**config.mk**
```make
export PLATFORM = sky130hd
export DESIGN_NAME = dnb_delay
export DESIGN_NICKNAME = d
export VERILOG_FILES = /design/src/sv/assert_macros.svh /design/src/sv/dnb_delay.sv
export SDC_FILE = /design/constraint.sdc
export NUM_CORES = 1
export LEC_CHECK = 0
export BUFFER_PORTS_ARGS = -buffer_cell sky130_fd_sc_hd__buf_2
export CORE_UTILIZATION = 37
export DETAILED_ROUTE_END_ITERATION = 8
export HOLD_SLACK_MARGIN = 0.12
export PLACE_DENSITY = 0.65
export SYNTH_ARGS = -nofsm -noshare
export SYNTH_HDL_FRONTEND = slang
export SYNTH_SLANG_ARGS = --single-unit
```
**constraint.sdc**
```tcl
create_clock -name clock -period 0.8 [get_ports clock]
set_input_delay 0.08 -clock clock [delete_from_list [all_inputs] [get_ports clock]]
set_output_delay 0.08 -clock clock [all_outputs]
set_load 0.02 [all_outputs]
```
**src/sv/assert_macros.svh**
```systemverilog
// Assertion macros shared by the depth normal and back-projection RTL.
// Included by the top-level module, which carries the concurrent checks; no other dependencies.
`ifndef ASSERT_MACROS_SVH
`define ASSERT_MACROS_SVH

// Same-cycle implication, disabled during reset
`define DNB_ASSERT_IMP(label, clk, rst, ante, cons) \
   label: assert property (@(posedge clk) disable iff (rst) (ante) |-> (cons)) \
      else $error("dnb assertion failed");

// Next-cycle implication, disabled during reset
`define DNB_ASSERT_NXT(label, clk, rst, ante, cons) \
   label: assert property (@(posedge clk) disable iff (rst) (ante) |=> (cons)) \
      else $error("dnb assertion failed");

`endif

```
**src/sv/dnb_delay.sv**
```systemverilog
// Enable-gated shift line that carries side data alongside the pipeline.
// Generic; no package dependencies.
`default_nettype none
module dnb_delay #(
   parameter int WIDTH = 8,
   parameter int DEPTH = 2
) (
   input  logic             clock,
   input  logic             en,
   input  logic [WIDTH-1:0] din,
   output logic [WIDTH-1:0] dout
);
   logic [WIDTH-1:0] line_ff [DEPTH];

   // Advance every tap together when the pipeline moves
   for (genvar i = 0; i < DEPTH; i++) begin : g_tap
      if (i == 0) begin : g_first
         always_ff @(posedge clock) begin
            if (en) line_ff[i] <= din;
         end
      end else begin : g_next
         always_ff @(posedge clock) begin
            if (en) line_ff[i] <= line_ff[i-1];
         end
      end
   end

   assign dout = line_ff[DEPTH-1];
endmodule
`default_nettype wire

```
# Word-level counts from Yosys, hierarchy flattened

Memories as Yosys holds them, arrays and structs flattened.
Cells that the tools add are included.

Memories kept: 1
Word-level logic and storage cells: 3
Input bits: 10
Output and inout port bits: 8
RAM bits: 16
Register bits after elaboration: 0

Multiplexer cells: 2

Memory list:

| name    | words | bits a word | read ports | clocked after memory_dff | write ports | line            | RTL |
|---|---|---|---|---|---|---|---|
| line_ff | 2     | 8           | 2          | 0                        | 2           | dnb_delay.sv:13 | `logic [WIDTH-1:0] line_ff [DEPTH];` |

Operators with widths:

| cell              | number |
|---|---|
| two-way mux 1 bit | 2 |

# Longest topological paths before layout

Depth in word-level cells: 2
Depth in mapped cells: 1
Gate-level depth less buffers: 0

# Least setup slack after synthesis

OpenSTA, ideal clock, no wires.

Path type: flip-flop to flip-flop
Start: memory line_ff[0][2]
End: memory line_ff[1][2], in the netlist line_ff[0][10] (data pin)
Library setup time: 0.266 ns
Data required time: 0.534 ns
Setup slack: 0.211 ns
Path buffers: 0
Clock period less this slack: 0.589 ns
Arrival: 0.323 ns
Cell stages (with the launch flop): 1
Cell sequence: edfxtp_1

RTL lines:

| what            | line |
|---|---|
| start, declared | dnb_delay.sv:13 |

==> metrics.md <==
| Metric | Value |
|---|---|
| Crit path DAT | 0.81 ns |
| Hold slack | 0.219 ns |
| IO buf count | 17 |
| Max reg flops | 16 |
| Commonest non-fill, non-tap cell in the layout | edfxtp_1 |
| Min Clock Period, post-route | 0.890 ns |
| Setup bufs post-CTS | 0 |
| Clock Sinks | 16 |
| TritonCTS buffer count | 3 |
| First-pass GRT wire length | 793 um |
| Number of diodes | 0 |
| Crit-path slowest cell | edfxtp_1 |
| #FFs+latches synth | 16 |
| Gr usage total | 0.0855 |
| Mapped Cells | 24 |
| Area delta synth->final | 29.4% |
| # rows | 13 |
| Synthesized area | 541 um^2 |
| Outcome | complete, but fails checks |
| Fin nets | 56 |
| Compound-Gate Fraction of Synth Area | 0 |
| Drt wl/cell | 9.76 um |
| Die ar. | 0.00162 mm^2 |
| Critical Path Start Type | register |
| IR drop worst, VDD | 0.00101 V |
| Total wire length | 576 um |
| Initial Util | 0.405 |
| Syn nets | 34 |
| CTS tree | done |
| Ports | 18 |
| Fin. max-slew vios | 0 |
| Vias per cell | 4.10 |
| Largest family of logic cells by synthesized area | buffers and inverters |
| Violated checks | negative setup slack |
| Share of cells above drive strength 1 | 0.455 |
| Vias in the first global route | 185 |
| Hold WC Path Type | input port to register |
| DIE HEIGHT | 40.2 um |
| Post-synth cell types | 2 |
| Clk slew on worst S/H paths | about 0.080 ns |
| Top Registers | line_ff: 16 flops |
| Max_cap viols | 0 |
| Total gr overflow | 0 |
| RSZ-0062 raised after global routing | true |
| Worst Tran Pin Value | 0.321 ns |
| Area of the core | 0.00133 mm^2 |
| Critical Path RT | 0.72 ns |
| Skew-Pair Late Insertion Delay | approximately 0.27 ns |
| Multi-input logic cell count | 0 |
| Detail Route Antenna Nets | 0 |
| Avg Cell Area, Syn | 22.5 um^2 |
| Final worst path period share | 1.11 |
| Max Clock Skew | 0.000280 ns |
| H-tree depth | 1 |
| Leak | 0.000275 uW |
| Relative slew slack | 0.786 |
| CP Buf/Inv Count | 1 |
| Multi-input gate area | 0 um^2 |
| Placer Congestion | 0.575 |
| Fin area | 699 um^2 |
| Post-Layout Cell Count | 59 |
| Largest net degree at the start of global routing | 17 |
| Most frequent cells in the layout | 16 x edfxtp_1, 15 x buf_2, 8 x dlygate4sd3_1 |
| Post-synthesis mux area share | 0 |
| Worst Path Class, Setup | register to output port |
| Root buffer cell | clkbuf_4 |
| CP top delay family | flip-flops |
| Drc violations | 0 |
| Crit end category | output port |
| Placed inst area | 584 um^2 |
| Crit Path Max Fanout | 1 |
| Clk buf depth | 2 |
| Vias | 242 |
| F_max | 1120 MHz |
| Initial antenna violation count | 0 |
| Reg with most FFs | line_ff |
| Slowest stage delay, CP | a little under 0.4 ns |
| PwrDens | 2180 mW/mm^2 |
| Simple-Gate Fraction of Synth Area | 0 |
| Xor and xnor fraction of the mapped netlist area | 0 |
| DRT Pass-1 Iters | 2 |
| Final hold vios | 0 |
| Synth Area in Adders | 0 |
| Worst path cell trace | buf_6 |
| Sequential area share after synthesis | 0.889 |
| Starting DRT DRC Count | 7 |
| Placed Cells | 48 |
| Final cell utilization of the core | 0.524 |
| Number of synthesis warnings | 0 |
| Worst Setup Slack, final | -0.0898 ns |
| Setup violators final | 8 |
| Die X | 40.2 um |
==> cell type report <==
class,count,area (um^2)
Timing Repair Buffer,25,178
Clock buffer,3,22.5
Sequential cell,16,480
Fill cell,110,634
Tap cell,15,18.8
==> cells in the mapped netlist <==
library cell  number  share of area
buf_4              8           0.11
edfxtp_1          16           0.89
==> power by group <==
part           leakage, uW  total (uW)  switching [uW]  internal [uW]
Clock            0.0000138         385             211            174
Combinational     0.000105         131            65.6           65.5
Sequential        0.000157        1010            13.6            993
Total             0.000275        1520             290           1230
==> logic make-up (layout without fill, tap and decap cells) <==
| family | Yosys count | after routing |
|---|---|---|
| flops | 16 | 16 |
| buf+inv | 8 | 28 |
==> final timing paths <==
path	startpoint	end	slack (ns)	cells past startpoint
worst max register to register	line_ff[0][0]$_DFFE_PP_	line_ff[0][8]$_DFFE_PP_	0.18	0
worst min register to register	line_ff[0][7]$_DFFE_PP_	line_ff[0][15]$_DFFE_PP_	0.42	0
worst max-delay path	line_ff[0][10]$_DFFE_PP_	dout[2]	-0.09	1
worst min-delay path	en	line_ff[0][3]$_DFFE_PP_	0.22	1
==> metrics by stage <==
stage / worst slack, ns / total power, uW / TNS [ns]
floorplan: 0.211 / 1090 / 0
global placement: 0.110 / 1110 / 0
detailed placement: 0.0773 / 1120 / 0
CTS: -0.111 / 1530 / -0.722
global route: -0.127 / 1600 / -0.918
finish: -0.0898 / 1520 / -0.586
==> metal layers <==
metal  GRT usage  part of all wire  wire, um  up-vias
met5           0                 0         0        -
met4       0.100                 0         0        0
met3      0.0333             0.097        56        0
met2       0.121              0.52       299       16
met1      0.0889              0.38       220      105
li1            -                 -         -      121
==> timing repair <==
item                                   4_1_cts  5_1_grt
gates resized for setup                      0        4
setup endpoints to repair                    8        8
hold buffers                                 8        0
endpoints found under the hold margin        8        0
(Power assumes the default switching activity.)
