===== config.mk =====
export PLATFORM = sky130hd
export DESIGN_NAME = dnb_div
export DESIGN_NICKNAME = d
export VERILOG_FILES = /design/src/sv/assert_macros.svh /design/src/sv/dnb_div.sv
export SDC_FILE = /design/constraint.sdc
export NUM_CORES = 2
export LEC_CHECK = 0
export BUFFER_PORTS_ARGS = -buffer_cell sky130_fd_sc_hd__buf_2
export CORE_MARGIN = 2
export CORE_UTILIZATION = 52
export DETAILED_ROUTE_END_ITERATION = 7
export GPL_TIMING_DRIVEN = 1
export HOLD_SLACK_MARGIN = 0.06
export PLACE_DENSITY = 0.68
export SLEW_MARGIN = 15
export SYNTH_ARGS = -nofsm -noshare
export SYNTH_HDL_FRONTEND = slang
export SYNTH_SLANG_ARGS = --single-unit

===== constraint.sdc =====
create_clock -name clock -period 10.92 [get_ports clock]
set_input_delay 0.546 -clock clock [delete_from_list [all_inputs] [get_ports clock]]
set_output_delay 0.546 -clock clock [all_outputs]
set_load 0.03 [all_outputs]

===== src/sv/assert_macros.svh =====
// Assertion macros shared by the depth normal and back-projection RTL.
// Included by the top-level module, which carries the concurrent checks; no other dependencies.
`ifndef ASSERT_MACROS_SVH
`define ASSERT_MACROS_SVH

// Same-cycle implication, disabled during reset
`define DNB_ASSERT_IMP(label, clk, rst, ante, cons) \
   label: assert property (@(posedge clk) disable iff (rst) (ante) |-> (cons)) \
      else $error("dnb assertion failed");

// Next-cycle implication, disabled during reset
`define DNB_ASSERT_NXT(label, clk, rst, ante, cons) \
   label: assert property (@(posedge clk) disable iff (rst) (ante) |=> (cons)) \
      else $error("dnb assertion failed");

`endif


===== src/sv/dnb_div.sv =====
// Pipelined restoring divider, one quotient bit per register stage.
// Generic; no package dependencies.
`default_nettype none
module dnb_div #(
   parameter int NW = 50,
   parameter int DW = 26,
   parameter int QB = 17
) (
   input  logic          clock,
   input  logic          en,
   input  logic [NW-1:0] num,
   input  logic [DW-1:0] den,
   output logic [QB-1:0] quo
);
   logic [NW-1:0] rem_ff [QB];
   logic [DW-1:0] den_ff [QB];
   logic [QB-1:0] q_ff   [QB];

   for (genvar s = 0; s < QB; s++) begin : g_step
      localparam int K = QB - 1 - s;
      logic [NW-1:0] rem_pre, rem_in, trial;
      logic [DW-1:0] den_pre;
      logic [QB-1:0] q_pre, q_in;

      if (s == 0) begin : g_first
         assign rem_pre = num;
         assign den_pre = den;
         assign q_pre   = '0;
      end else begin : g_next
         assign rem_pre = rem_ff[s-1];
         assign den_pre = den_ff[s-1];
         assign q_pre   = q_ff[s-1];
      end

      // Subtract the shifted divisor when it fits and set this quotient bit
      always_comb begin
         trial = {{(NW-DW){1'b0}}, den_pre} << K;
         q_in  = q_pre;
         if (rem_pre >= trial) begin
            rem_in  = rem_pre - trial;
            q_in[K] = 1'b1;
         end else begin
            rem_in = rem_pre;
         end
      end

      always_ff @(posedge clock) begin
         if (en) begin
            rem_ff[s] <= rem_in;
            den_ff[s] <= den_pre;
            q_ff[s]   <= q_in;
         end
      end
   end

   assign quo = q_ff[QB-1];
endmodule
`default_nettype wire


# ---- Word level (Yosys, flattened, before mapping)
# Memories as Yosys holds them, arrays and structs flattened.
# Index checks and enable logic that the tools add are counted.
dict set report op_classes {
  n_addsub 17
  multipliers 0
  n_div 0
  n_lt_le_gt_ge 17
  n_eq_ne 0
  n_shift 0
  muxes 36
  n_bitwise 0
  reduce_logical 0
}
# operator n
set ops {}
lappend ops {{$mux 50} 17}
lappend ops {{$ge 50x26->1} 1}
lappend ops {{$ge 50x27->1} 1}
lappend ops {{$ge 50x28->1} 1}
lappend ops {{$ge 50x29->1} 1}
lappend ops {{$ge 50x30->1} 1}
lappend ops {{$ge 50x31->1} 1}
lappend ops {{$ge 50x32->1} 1}
lappend ops {{$ge 50x33->1} 1}
lappend ops {{$ge 50x34->1} 1}
lappend ops {{$ge 50x35->1} 1}
lappend ops {{$ge 50x36->1} 1}
lappend ops {{$ge 50x37->1} 1}
lappend ops {{$ge 50x38->1} 1}
lappend ops {{$ge 50x39->1} 1}
lappend ops {{$ge 50x40->1} 1}
lappend ops {{$ge 50x41->1} 1}
lappend ops {{$ge 50x42->1} 1}
lappend ops {{$sub 50x26->50} 1}
lappend ops {{$sub 50x27->50} 1}
lappend ops {{$sub 50x28->50} 1}
lappend ops {{$sub 50x29->50} 1}
lappend ops {{$sub 50x30->50} 1}
lappend ops {{$sub 50x31->50} 1}
lappend ops {{other kinds (12)} 30}
dict set report totals {
  ff_bits 0
  latchBits 0
  ram_bits 1581
  mem_bits_ro 0
  input_bits 78
  wordCells 73
  mem_count 3
}
# name words width rd rd_clocked_by_memory_dff wr line_no
set memory_table {}
lappend memory_table {rem_ff 17 50 16 0 17 dnb_div.sv:15} ;# logic [NW-1:0] rem_ff [QB];
lappend memory_table {den_ff 17 26 16 0 17 dnb_div.sv:16} ;# logic [DW-1:0] den_ff [QB];
lappend memory_table {q_ff 17 17 17 0 17 dnb_div.sv:17} ;# logic [QB-1:0] q_ff [QB];

# ---- Longest topological paths before layout
# An unclocked memory read counts as a cell.
dict set report logic_depth {
  depth_word 3
  depth_mapped 16
  ltp_nobuf 14
}

# ---- Worst setup path before layout
# No wires, ideal clock.
dict set report synth_path {
  kind {input port to flip-flop}
  startpoint {input num[16]}
  endpoint {memory rem_ff[0][48] (data pin)}
  setup_time_ns 0.260
  t_arrival_ns 3.425
  t_required_ns 10.660
  slack_ns 7.235
  cell_stages 15
  n_path_buf 2
  path_cell_list {inv_1 > ha_1 > inv_1 > fa_1 > a21oi_1 > o211ai_1 > a21oi_1 > a311oi_1 > or4b_1 > a311oi_1 > o21a_1 > clkbuf_1 > clkbuf_1 > nor2_1 > mux2_2}
}
# element line_no
set synth_lines {}
lappend synth_lines {{start, declared} dnb_div.sv:11} ;# input logic [NW-1:0] num,
lappend synth_lines {{end, declared} dnb_div.sv:15}

==> parameters.txt <==
Parameter                              Value

Yosys
  Number of distinct library cells after synthesis    91
  Post-synthesis sequential area ratio    0.550
  Yosys warnings    0
  Post-Syn Area    0.0748 mm2
  Post-synth EDFFs    1369
  Post-synthesis async set-or-reset flop share    0
  Cells after Synth    between 6000 and 7000
  Number of storage elements in the synthesis netlist    1369
  Synth area leaders    sky130_fd_sc_hd__edfxtp_1, sky130_fd_sc_hd__ha_1, sky130_fd_sc_hd__xnor2_1, sky130_fd_sc_hd__xor2_1, sky130_fd_sc_hd__a21oi_1
  Synthesized net count    7219
  Mapped Avg Cell Area    approximately 11 um2
  Library cell occupying the most area in the post-synthesis netlist    sky130_fd_sc_hd__edfxtp_1
  Fraction of post-synthesis cell area in the top cell type by area    0.550
  Synth Flop Type    sky130_fd_sc_hd__edfxtp_1

GRT
  GRT overflow    0
  GR Util All Layers    0.228
  Maximum number of pins on one net before global-route repair    199
  Wire length of the first global-routing pass    roughly 260 mm
  Initial antenna violation count    2
  Vias in the first global route    between 50000 and 60000

STA
  Transition time at the pin with the least slew margin    1.10 ns
  Setup repair after global routing missed its margin    no
  Post-route worst setup slack    slightly above 6 ns
  Setup violation total in the final timing report    0
  Count of endpoints failing hold in the final timing report    0
  Setup TNS Final    0 ns
  Max-slew violation count    0
  Period utilisation layout    0.433
  Time the final worst path needs with I/O delays and setup    4.73 ns
  Tightest slew margin relative to the limit    0.255
  WHS    around 0.13 ns
  Peak Freq    between 200 and 250 MHz
  Worst clock skew    0.0234 ns

Route
  Count of vias placed by the detailed router    50200
  DR DRC count    0
  DRT met1 WL    56.4 mm
  Highest metal layer with signal wires    met4
  ANT nets after route    0
  Post-detailed-routing wire length    167 mm
  Detailed Route Iter0 Violations    2631
  Met3 wire length    4.34 mm
  First-pass detailed-route iteration total    5
  Post-detailed-route wirelength per cell    18.8 um
  Detailed-routed wire length on met2    94.2 mm
  Via density per instance    5.64

Floorplanning
  X dimension of the die    between 300 and 400 um
  DIE HEIGHT    383 um
  Die area    0.147 mm2
  Core outline area    0.143 mm2
  Effective utilization at floorplan    0.522
  Count of standard-cell rows    between 100 and 150
  I/O pin count    95

Critical path
  Worst EP required    11.43 ns
  R2R cell count    12
  CP startpoint    rem_ff[0][703]
  Maximum cell stage delay along the critical path    0.79 ns
  Crit path max fanout    between 40 and 50
  Worst endpoint data arrival time    between 5 and 6 ns
  Worst R2R Start    rem_ff[0][703]
  Setup slack of the worst register-to-register path    6.20 ns
  Crit path capture type    register
  Termination of the worst setup path    rem_ff[0][799]
  Type of element launching the critical path    register
  Cells traversed along the worst timing path    ha_1 > nand3_1 > o21bai_1 > nand4b_1 > a21oi_1 > o31ai_1 > a41oi_2 > buf_4 > or3_1 > nor4_2 > or3b_2 > xnor2_1
  Worst Setup Path Type    reg -> reg
  Destination of the worst register-to-register timing path    rem_ff[0][799]
  Library cell contributing the largest single delay on the critical path    sky130_fd_sc_hd__nor4_2

Placement
  GPL Wtd Cong    0.985
  Worst-case setup slack after placement    6.10 ns
  Number of buffer cells added on primary ports    94
  # placed instances    about 8600
  Post-DP HPWL    127 mm

Clock tree
  Total of cells resized after clock tree synthesis    0
  TritonCTS clock tree    yes
  Post-CTS setup buffer count    0
  Count of H-tree levels built during CTS    4
  Number of buffers created by CTS    153
  Clock transition time at the flip-flop clock pins of the worst setup and hold paths    0.06 ns
  Clock root buffer master    sky130_fd_sc_hd__clkbuf_16
  Insertion delay of the later-clocked pin in the worst-skew pair    0.77 ns
  Number of clock sinks    roughly 1400
  Max Root-Sink Buffers    3

Run status
  Run status    completed

Min path
  Path type of the worst min-delay path    in -> reg
  Hold Path Origin    num[27]

Finish
  Layout filler cell count    11500
  Share of the core filled with cells    0.581
  Layout cell share with drive strength beyond 1    0.0698
  Multi-input logic area    0.0311 mm2
  Sequential standard cell area    0.0411 mm2
  Final nets    approximately 7400
  Signed area change from the synthesized netlist to the final layout    11.2%
  Non-filler instance count after layout    8909

Power
  Peak supply drop    0.000129 V
  Power density over cell area    249 mW/mm2
  Leakage power summed over all cells    0.0320 uW

Flow run
  # Max-Cap Violations    0
## cell usage in the layout, fill, tap and decap left out, drive strengths merged, types with 134 or more instances in the layout
cell type	n
a21o	216
a21oi	499
buf	134
clkbuf	189
edfxtp	1369
ha	442
inv	572
nand2	563
nor2	427
nor3	144
o21ai	441
xnor2	304
xor2	291
## per-layer routing
| layer | global-route usage | up-vias |
|---|---|---|
| li1 | - | 25000 |
| met1 | 0.204 | 23600 |
| met2 | 0.461 | 1112 |
| met3 | 0.0268 | 534 |
| met4 | 0.160 | 0 |
| met5 | 0 | - |
## how the worst min path moves through the flow
| stage | to | slack (ns) | cells after the start |
|---|---|---|---|
| 2_1_floorplan | q_ff[0][100] | 0.40 | 0 |
| 3_3_place_gp | q_ff[1][105] | 0.40 | 0 |
| 3_5_place_dp | q_ff[0][132] | 0.40 | 0 |
| 4_1_cts | rem_ff[0][27] | 0.06 | 3 |
| 5_1_grt | rem_ff[0][47] | 0.09 | 2 |
| 6_report | rem_ff[0][27] | 0.13 | 3 |
## registers in the layout (all words and copies together) (netlist names)
name,cells
rem_ff,800
q_ff,153
den_ff,416
## report_power, final
group          leakage, uW  switching (uW)  internal (uW)
clock              0.00240            2070           2990
combinational       0.0164            4460           3170
sequential          0.0132             681           7340
total               0.0320            7220          13500
## repair_timing
| item | 4_1_cts | 5_1_grt |
|---|---|---|
| endpoints found under the setup margin | 0 | 0 |
| endpoints found under the hold margin | 65 | 0 |
| hold buffers | 65 | 0 |
## cells in the mapped netlist, drive strengths merged, types with 125 or more instances
master	count
nor3	144
a21o	216
a21oi	499
xnor2	304
nor4	125
nor2	427
o21ai	441
clkbuf	137
xor2	291
inv	565
nand2	563
ha	442
edfxtp	1369
## worst max-delay path: cells and delay by family, from the launching register on
family / cells / cell delay, ns
buf+inv: 1 / 0.30
compound gates: 4 / 1.17
flops: 1 / 0.41
xor+xnor: 1 / 0.13
simple gates: 5 / 2.09
fa+ha+maj: 1 / 0.37
## through the flow
stage	power [uW]	area [um2]
4_1_cts	20800	83100
3_5_place_dp	15600	77500
5_1_grt	22000	83100
6_report	20700	83100
3_3_place_gp	15500	77500
2_1_floorplan	13500	74800
## kinds of logic after synthesis
kind of cell	synth area share
compound gates	0.129
xor+xnor	0.0697
simple gates	0.126
fa+ha+maj	0.0783
flops	0.550
buf+inv	0.0366
mux	0.0105
## cell type report
class	instances	share of cell area
clock inverters	91	0.0112
repair buffers	199	0.0182
well taps	1903	0.0286
diodes	1	0.0000301
inverters	566	0.0256
flip-flops and latches	1369	0.494
multi-input cells	4591	0.373
clock buffers	189	0.0484
No activity file was read; power rests on OpenSTA's default activity.
