[src/sv/assert_macros.svh]
// Assertion macros shared by the depth normal and back-projection RTL.
// Included by the top-level module, which carries the concurrent checks; no other dependencies.
`ifndef ASSERT_MACROS_SVH
`define ASSERT_MACROS_SVH

// Same-cycle implication, disabled during reset
`define DNB_ASSERT_IMP(label, clk, rst, ante, cons) \
   label: assert property (@(posedge clk) disable iff (rst) (ante) |-> (cons)) \
      else $error("dnb assertion failed");

// Next-cycle implication, disabled during reset
`define DNB_ASSERT_NXT(label, clk, rst, ante, cons) \
   label: assert property (@(posedge clk) disable iff (rst) (ante) |=> (cons)) \
      else $error("dnb assertion failed");

`endif

[src/sv/dnb_sqrt.sv]
// Pipelined integer square root, one result bit per register stage.
// Generic; no package dependencies.
`default_nettype none
module dnb_sqrt #(
   parameter int SW = 50,
   parameter int RW = 25
) (
   input  logic          clock,
   input  logic          en,
   input  logic [SW-1:0] din,
   output logic [RW-1:0] root
);
   logic [SW-1:0] v_ff [RW];
   logic [SW-1:0] r_ff [RW];

   for (genvar j = 0; j < RW; j++) begin : g_step
      localparam logic [SW-1:0] BIT = {{(SW-1){1'b0}}, 1'b1} << (2 * (RW - 1 - j));
      logic [SW-1:0] v_pre, r_pre, v_in, r_in, trial;

      if (j == 0) begin : g_first
         assign v_pre = din;
         assign r_pre = '0;
      end else begin : g_next
         assign v_pre = v_ff[j-1];
         assign r_pre = r_ff[j-1];
      end

      // Try the next root bit and keep it when the remainder allows
      always_comb begin
         trial = r_pre + BIT;
         if (v_pre >= trial) begin
            v_in = v_pre - trial;
            r_in = (r_pre >> 1) + BIT;
         end else begin
            v_in = v_pre;
            r_in = r_pre >> 1;
         end
      end

      always_ff @(posedge clock) begin
         if (en) begin
            v_ff[j] <= v_in;
            r_ff[j] <= r_in;
         end
      end
   end

   assign root = r_ff[RW-1][RW-1:0];
endmodule
`default_nettype wire

[config.mk]
export PLATFORM = sky130hd
export DESIGN_NAME = dnb_sqrt
export DESIGN_NICKNAME = d
export VERILOG_FILES = /design/src/sv/assert_macros.svh /design/src/sv/dnb_sqrt.sv
export SDC_FILE = /design/constraint.sdc
export NUM_CORES = 2
export LEC_CHECK = 0
export BUFFER_PORTS_ARGS = -buffer_cell sky130_fd_sc_hd__buf_2
export CORE_MARGIN = 2
export CORE_UTILIZATION = 25
export DETAILED_ROUTE_END_ITERATION = 8
export GPL_TIMING_DRIVEN = 0
export HOLD_SLACK_MARGIN = 0.12
export RECOVER_POWER = 50
export SETUP_SLACK_MARGIN = 0.05
export SLEW_MARGIN = 20
export SYNTH_ARGS = -nofsm -noshare
export SYNTH_HDL_FRONTEND = slang
export SYNTH_SLANG_ARGS = --single-unit
[constraint.sdc]
create_clock -name clock -period 4.49 [get_ports clock]
set_clock_uncertainty 0.05 [all_clocks]
set_input_delay 0.449 -clock clock [delete_from_list [all_inputs] [get_ports clock]]
set_output_delay 0.449 -clock clock [all_outputs]
set_load 0.02 [all_outputs]
* After elaboration in Yosys (flattened, before gate mapping)
Memories as Yosys holds them, arrays and structs flattened.
Index checks and enable logic that the tools add are counted.
** Storage, ports and cells
- Output and inout bits :: 25
- Memories kept :: 2
- Word-level logic and storage cells :: 152
- Register bits :: 0
- Input port bits :: 52
- Bits in writable memories :: 2500
** Memories
- r_ff :: depth 25, bits a word 50, read ports 25, clocked after memory_dff 0, write ports 25, line dnb_sqrt.sv:14 : logic [SW-1:0] r_ff [RW];
- v_ff :: depth 25, bits a word 50, read ports 24, clocked after memory_dff 0, write ports 25, line dnb_sqrt.sv:13 : logic [SW-1:0] v_ff [RW];
** Operators by class
- Multiplexer cells :: 52
- Order comparisons :: 25
- Add/sub/neg operators :: 73
** Operators with widths (count)
- two-way mux 50 bit :: 49
- greater-or-equal comparator 50 bit :: 24
- subtractor 50 bit :: 24
- adder 49 x 1 -> 50 bit, second input constant :: 1
- adder 49 x 11 -> 50 bit, second input constant :: 1
- adder 49 x 13 -> 50 bit, second input constant :: 1
- adder 49 x 15 -> 50 bit, second input constant :: 1
- adder 49 x 17 -> 50 bit, second input constant :: 1
- adder 49 x 19 -> 50 bit, second input constant :: 1
- adder 49 x 21 -> 50 bit, second input constant :: 1
- adder 49 x 23 -> 50 bit, second input constant :: 1
- adder 49 x 25 -> 50 bit, second input constant :: 1
- adder 49 x 27 -> 50 bit, second input constant :: 1
- adder 49 x 29 -> 50 bit, second input constant :: 1
- adder 49 x 3 -> 50 bit, second input constant :: 1
- adder 49 x 31 -> 50 bit, second input constant :: 1
- adder 49 x 33 -> 50 bit, second input constant :: 1
- adder 49 x 35 -> 50 bit, second input constant :: 1
- adder 49 x 37 -> 50 bit, second input constant :: 1
- adder 49 x 39 -> 50 bit, second input constant :: 1
- adder 49 x 41 -> 50 bit, second input constant :: 1
- adder 49 x 43 -> 50 bit, second input constant :: 1
- adder 49 x 45 -> 50 bit, second input constant :: 1
- adder 49 x 47 -> 50 bit, second input constant :: 1
- 31 further kinds :: 32

* Logic depth before layout (Yosys ltp)
An unclocked memory read counts as a cell.
- Depth after elaboration :: 4
- Mapped depth :: 14
- Gate-level depth less buffers :: 12

* Least setup slack after synthesis
No wires, ideal clock.
- Path type :: reg2reg
- Start :: mem v_ff[19][27] (netlist: v_ff[1][177])
- End :: mem v_ff[20][39] (netlist: v_ff[1][239]), data pin
- Required time :: 4.172 ns
- Buffers on the path :: 2
- Setup time :: 0.268 ns
- Arrival :: 2.955 ns
- Clock period less this slack :: 3.272 ns
- Cell stages (with the launch flop) :: 13
- Path slack :: 1.218 ns
- Path through :: edfxtp_1 > ha_1 > nand4_1 > or4_1 > or4_1 > nand4b_1 > a221o_2 > buf_6 > o311ai_4 > or2_0 > buf_6 > nor4_2 > xor2_1
** RTL lines (line)
- start: declaration :: dnb_sqrt.sv:13

==> flow_metrics.py <==
metrics = {
    "die": {
        "rows": 197,
        "initial_utilization_pct": 25.1,
        "placeableCoreArea_um2": 288000,
        "die_span_y_um": 542,
        "pin_count": 77,
        "die_w_um": 542,
        "dieArea_um2": 294000,
    },
    "outcome": {
        "failed_checks": "max-capacitance violations, max-slew violations",
        "run_status": "finished, violations left",
    },
    "routing": {
        "drcViolationCount": 0,
        "detail_route.vias_per_cell": 4.47,
        "detail_route.first_pass.iterations": 5,
        "wl_mm": 150,
        "starting_drc_count_in_detailed_routing": 2658,
        "drt-wirelength-per-cell_um": 15.2,
        "num_vias": 44200,
        "postRouteAntennaNets": 0,
    },
    "sta": {
        "min_period_over_period_pct": 95.9,
        "fmax_ghz": 0.232,
        "final_setup_fails": 0,
        "timing.final.hold_violations": 0,
        "rsz0062_at_grt": "no",
        "final.hold.worst_slack_ns": 0.275,
        "max-slew-margin-rel_pct": -134,
        "drv_slew": 406,
        "fin_crit_ns": 4.30,
        "tightest_slew_ns": 3.51,
    },
    "critical_path": {
        "endpoint": "v_ff[1][220]$_DFFE_PP_",
        "crit_path_start_kind": "register",
        "launch_point_of_the_critical_path": "v_ff[1][175]$_DFFE_PP_",
        "rr_endpoint": "v_ff[1][220]$_DFFE_PP_",
        "regToRegStartpoint": "v_ff[1][175]$_DFFE_PP_",
        "cp_max_fo": 10,
        "reg2regPathDepth": 10,
        "crit_path_end_kind": "register",
        "crit_type": "register to register",
        "worstPathArrival_ns": 4.72,
        "r2r_setup_slk_ns": 0.19,
        "required_ns": 4.90,
    },
    "logic_synthesis": {
        "synthDistinctLibCells": 95,
        "mappedNetlistArea_um2": 72400,
        "synth_top_area_share_pct": 63.2,
        "yosysSeqAreaShare_pct": 63.2,
        "netlist.top_cell.by_area": "sky130_fd_sc_hd__edfxtp_1",
        "asyncSetResetFlopFracSynth_pct": 0,
        "synthesis.yosys.warnings": 0,
        "postSynthCellCount": 5703,
        "synth-edff-count": 1525,
        "postSynthRegisterBits": 1525,
        "ys_top_cells_by_area": "sky130_fd_sc_hd__edfxtp_1 (63%), sky130_fd_sc_hd__ha_1 (6.0%), sky130_fd_sc_hd__xnor2_1 (3.3%)",
        "syn_nets": 6101,
        "average_cell_area_after_synthesis_um2": 12.7,
        "synth_top_flop_cell": "sky130_fd_sc_hd__edfxtp_1",
    },
    "cells_and_area": {
        "layout.cell_area.non_filler_um2": 83000,
        "final_common_cell": "sky130_fd_sc_hd__edfxtp_1",
        "post_route_cells_drive_above_1_share_pct": 6.10,
        "most-common-layout-cells": "sky130_fd_sc_hd__edfxtp_1 (1,525), sky130_fd_sc_hd__inv_1 (409), sky130_fd_sc_hd__nor2_1 (399), sky130_fd_sc_hd__nand2_1 (368), sky130_fd_sc_hd__a21oi_1 (359)",
        "final_core_util_pct": 28.8,
        "layout-area-overhead-vs-synth_pct": 14.6,
        "nNetsFinal": 6399,
    },
    "power": {
        "net-switching-power_mw": 10.8,
        "totalPowerFinal_mw": 38.7,
        "cellLeakagePower_nw": 30.1,
        "seq_power_share_pct": 49.6,
        "worst_ir_drop_vdd_mv": 0.330,
        "power_density_nw_per_um2": 466,
        "power.share.clock_pct": 31.3,
        "combinational_power_share_pct": 19.0,
        "sw_share_pct": 27.8,
        "internal_power_consumption_mw": 27.9,
    },
    "grt": {
        "grtUsageTotal_pct": 10.0,
        "first_global_vias": 45800,
        "grt_antenna_before_repair": 0,
        "grt_remaining_overflow": 0,
        "wire_length_of_the_first_global_routing_pass_mm": 238,
        "grt_start_max_net_pins": 154,
    },
    "min_path": {
        "hold_class": "input port to register",
    },
    "flow_run": {
        "max_cap_viol_count": 3,
    },
    "placed_design": {
        "gpl.final_weighted_congestion": 0.933,
        "placed_cell_area_um2": 77900,
        "dp.final_hpwl_mm": 113,
        "port_buffers": 76,
    },
    "clock_tree": {
        "clock_tree.root_cell": "sky130_fd_sc_hd__clkbuf_16",
        "cts_max_level": 4,
        "cts-buffers-inserted": 157,
        "cts_tree": "built",
        "cts.sink_count": 1525,
        "clk_transition_reported_paths_ns": 0.07,
        "clock_tree.buffer_depth": 4,
        "insertion_delay_ns": 0.83,
    },
}
[final cells by class]
class,instances,area [um2]
plain buffers,94,379
well taps,3781,4730
fillers,28800,205000
repair buffers,141,1110
diodes,1,2.50
flip-flops and latches,1525,45800
multi-input cells,3671,24800
clock inverters,68,541
clock buffers,200,4110
inverters,411,1540
[cells by family (layout without fill, tap and decap cells)]
family          after synthesis  after routing  share of synthesized area (%)
compound gates             1007           1007                           8.51
xor+xnor                    516            516                           6.24
fa+ha+maj                   346            346                           5.98
buf+inv                     507            914                           2.65
flops                      1525           1525                           63.2
mux                          70             70                           1.07
other cells                   0              1                              0
simple gates               1732           1732                           12.3
[worst min path at each step]
stage,to,cells after the start,from
after global placement,v_ff[0][659]$_DFFE_PP_,0,v_ff[0][609]$_DFFE_PP_
final,v_ff[0][33]$_DFFE_PP_,2,din[33]
after floorplan,v_ff[0][450]$_DFFE_PP_,0,v_ff[0][400]$_DFFE_PP_
after detailed placement,v_ff[0][671]$_DFFE_PP_,0,v_ff[0][621]$_DFFE_PP_
after CTS,v_ff[0][36]$_DFFE_PP_,2,din[36]
after global routing,v_ff[0][39]$_DFFE_PP_,2,din[39]
[state kept, by name (all words and copies together) (netlist names)]
name and count:
v_ff 1200, r_ff 325
[power by group through the flow]
stage | combinational, mW | clock [mW] | sequential (mW)
final | 7.36 | 12.1 | 19.2
after floorplan | 5.38 | 0 | 19.0
after detailed placement | 7.26 | 0 | 19.5
after global routing | 8.20 | 13.1 | 19.4
after global placement | 7.08 | 0 | 20.1
after CTS | 7.34 | 12.5 | 19.2
[routing by layer]
layer	global-route usage (%)	wire length (um)	part of all wire, %
met1	9.43	54300	36
met2	20.3	83000	55
met4	5.35	8200	5.4
met5	0	0	0
met3	1.52	4960	3.3
[synthesized netlist by cell type (26+ instances only)]
library cell / number
sky130_fd_sc_hd__a211oi_1: 35
sky130_fd_sc_hd__a21o_1: 89
sky130_fd_sc_hd__a21oi_1: 360
sky130_fd_sc_hd__and3_1: 33
sky130_fd_sc_hd__clkbuf_1: 83
sky130_fd_sc_hd__edfxtp_1: 1525
sky130_fd_sc_hd__ha_1: 346
sky130_fd_sc_hd__inv_1: 409
sky130_fd_sc_hd__mux2_2: 58
sky130_fd_sc_hd__nand2_1: 368
sky130_fd_sc_hd__nand2b_1: 89
sky130_fd_sc_hd__nand3_1: 93
sky130_fd_sc_hd__nand4_1: 90
sky130_fd_sc_hd__nor2_1: 399
sky130_fd_sc_hd__nor2b_1: 50
sky130_fd_sc_hd__nor3_1: 171
sky130_fd_sc_hd__nor4_1: 200
sky130_fd_sc_hd__o21a_1: 53
sky130_fd_sc_hd__o21ai_0: 258
sky130_fd_sc_hd__o31ai_1: 26
sky130_fd_sc_hd__or3_1: 48
sky130_fd_sc_hd__or4_1: 33
sky130_fd_sc_hd__xnor2_1: 274
sky130_fd_sc_hd__xor2_1: 242
[critical path, stage by stage (launching register included)]
cell and delay (ns):
sky130_fd_sc_hd__edfxtp_1 0.41, sky130_fd_sc_hd__ha_1 0.42, sky130_fd_sc_hd__nand4_1 0.28, sky130_fd_sc_hd__or4_1 0.58, sky130_fd_sc_hd__or4_1 0.53, sky130_fd_sc_hd__nand4b_1 0.11, sky130_fd_sc_hd__a221o_2 0.12, sky130_fd_sc_hd__buf_6 0.16
sky130_fd_sc_hd__clkbuf_1 0.52, sky130_fd_sc_hd__clkbuf_1 0.62, sky130_fd_sc_hd__a21oi_1 0.17
[metrics by stage]
stage,setup slack [ns],instances,TNS (ns)
after CTS,0.115,9892,0
after detailed placement,-1.17,9573,-23.85
after global placement,-20.18,9560,-
after global routing,0.0500,9891,0
after floorplan,1.22,5703,0
final,0.185,9892,0
[repair_timing]
action,in CTS,in global routing
resized for setup,9,5
buffers inserted,0,0
endpoints found under the hold margin,120,0
hold buffers,52,0
setup endpoints to repair,56,34
Note: power is estimated with default switching activity, not from simulation.
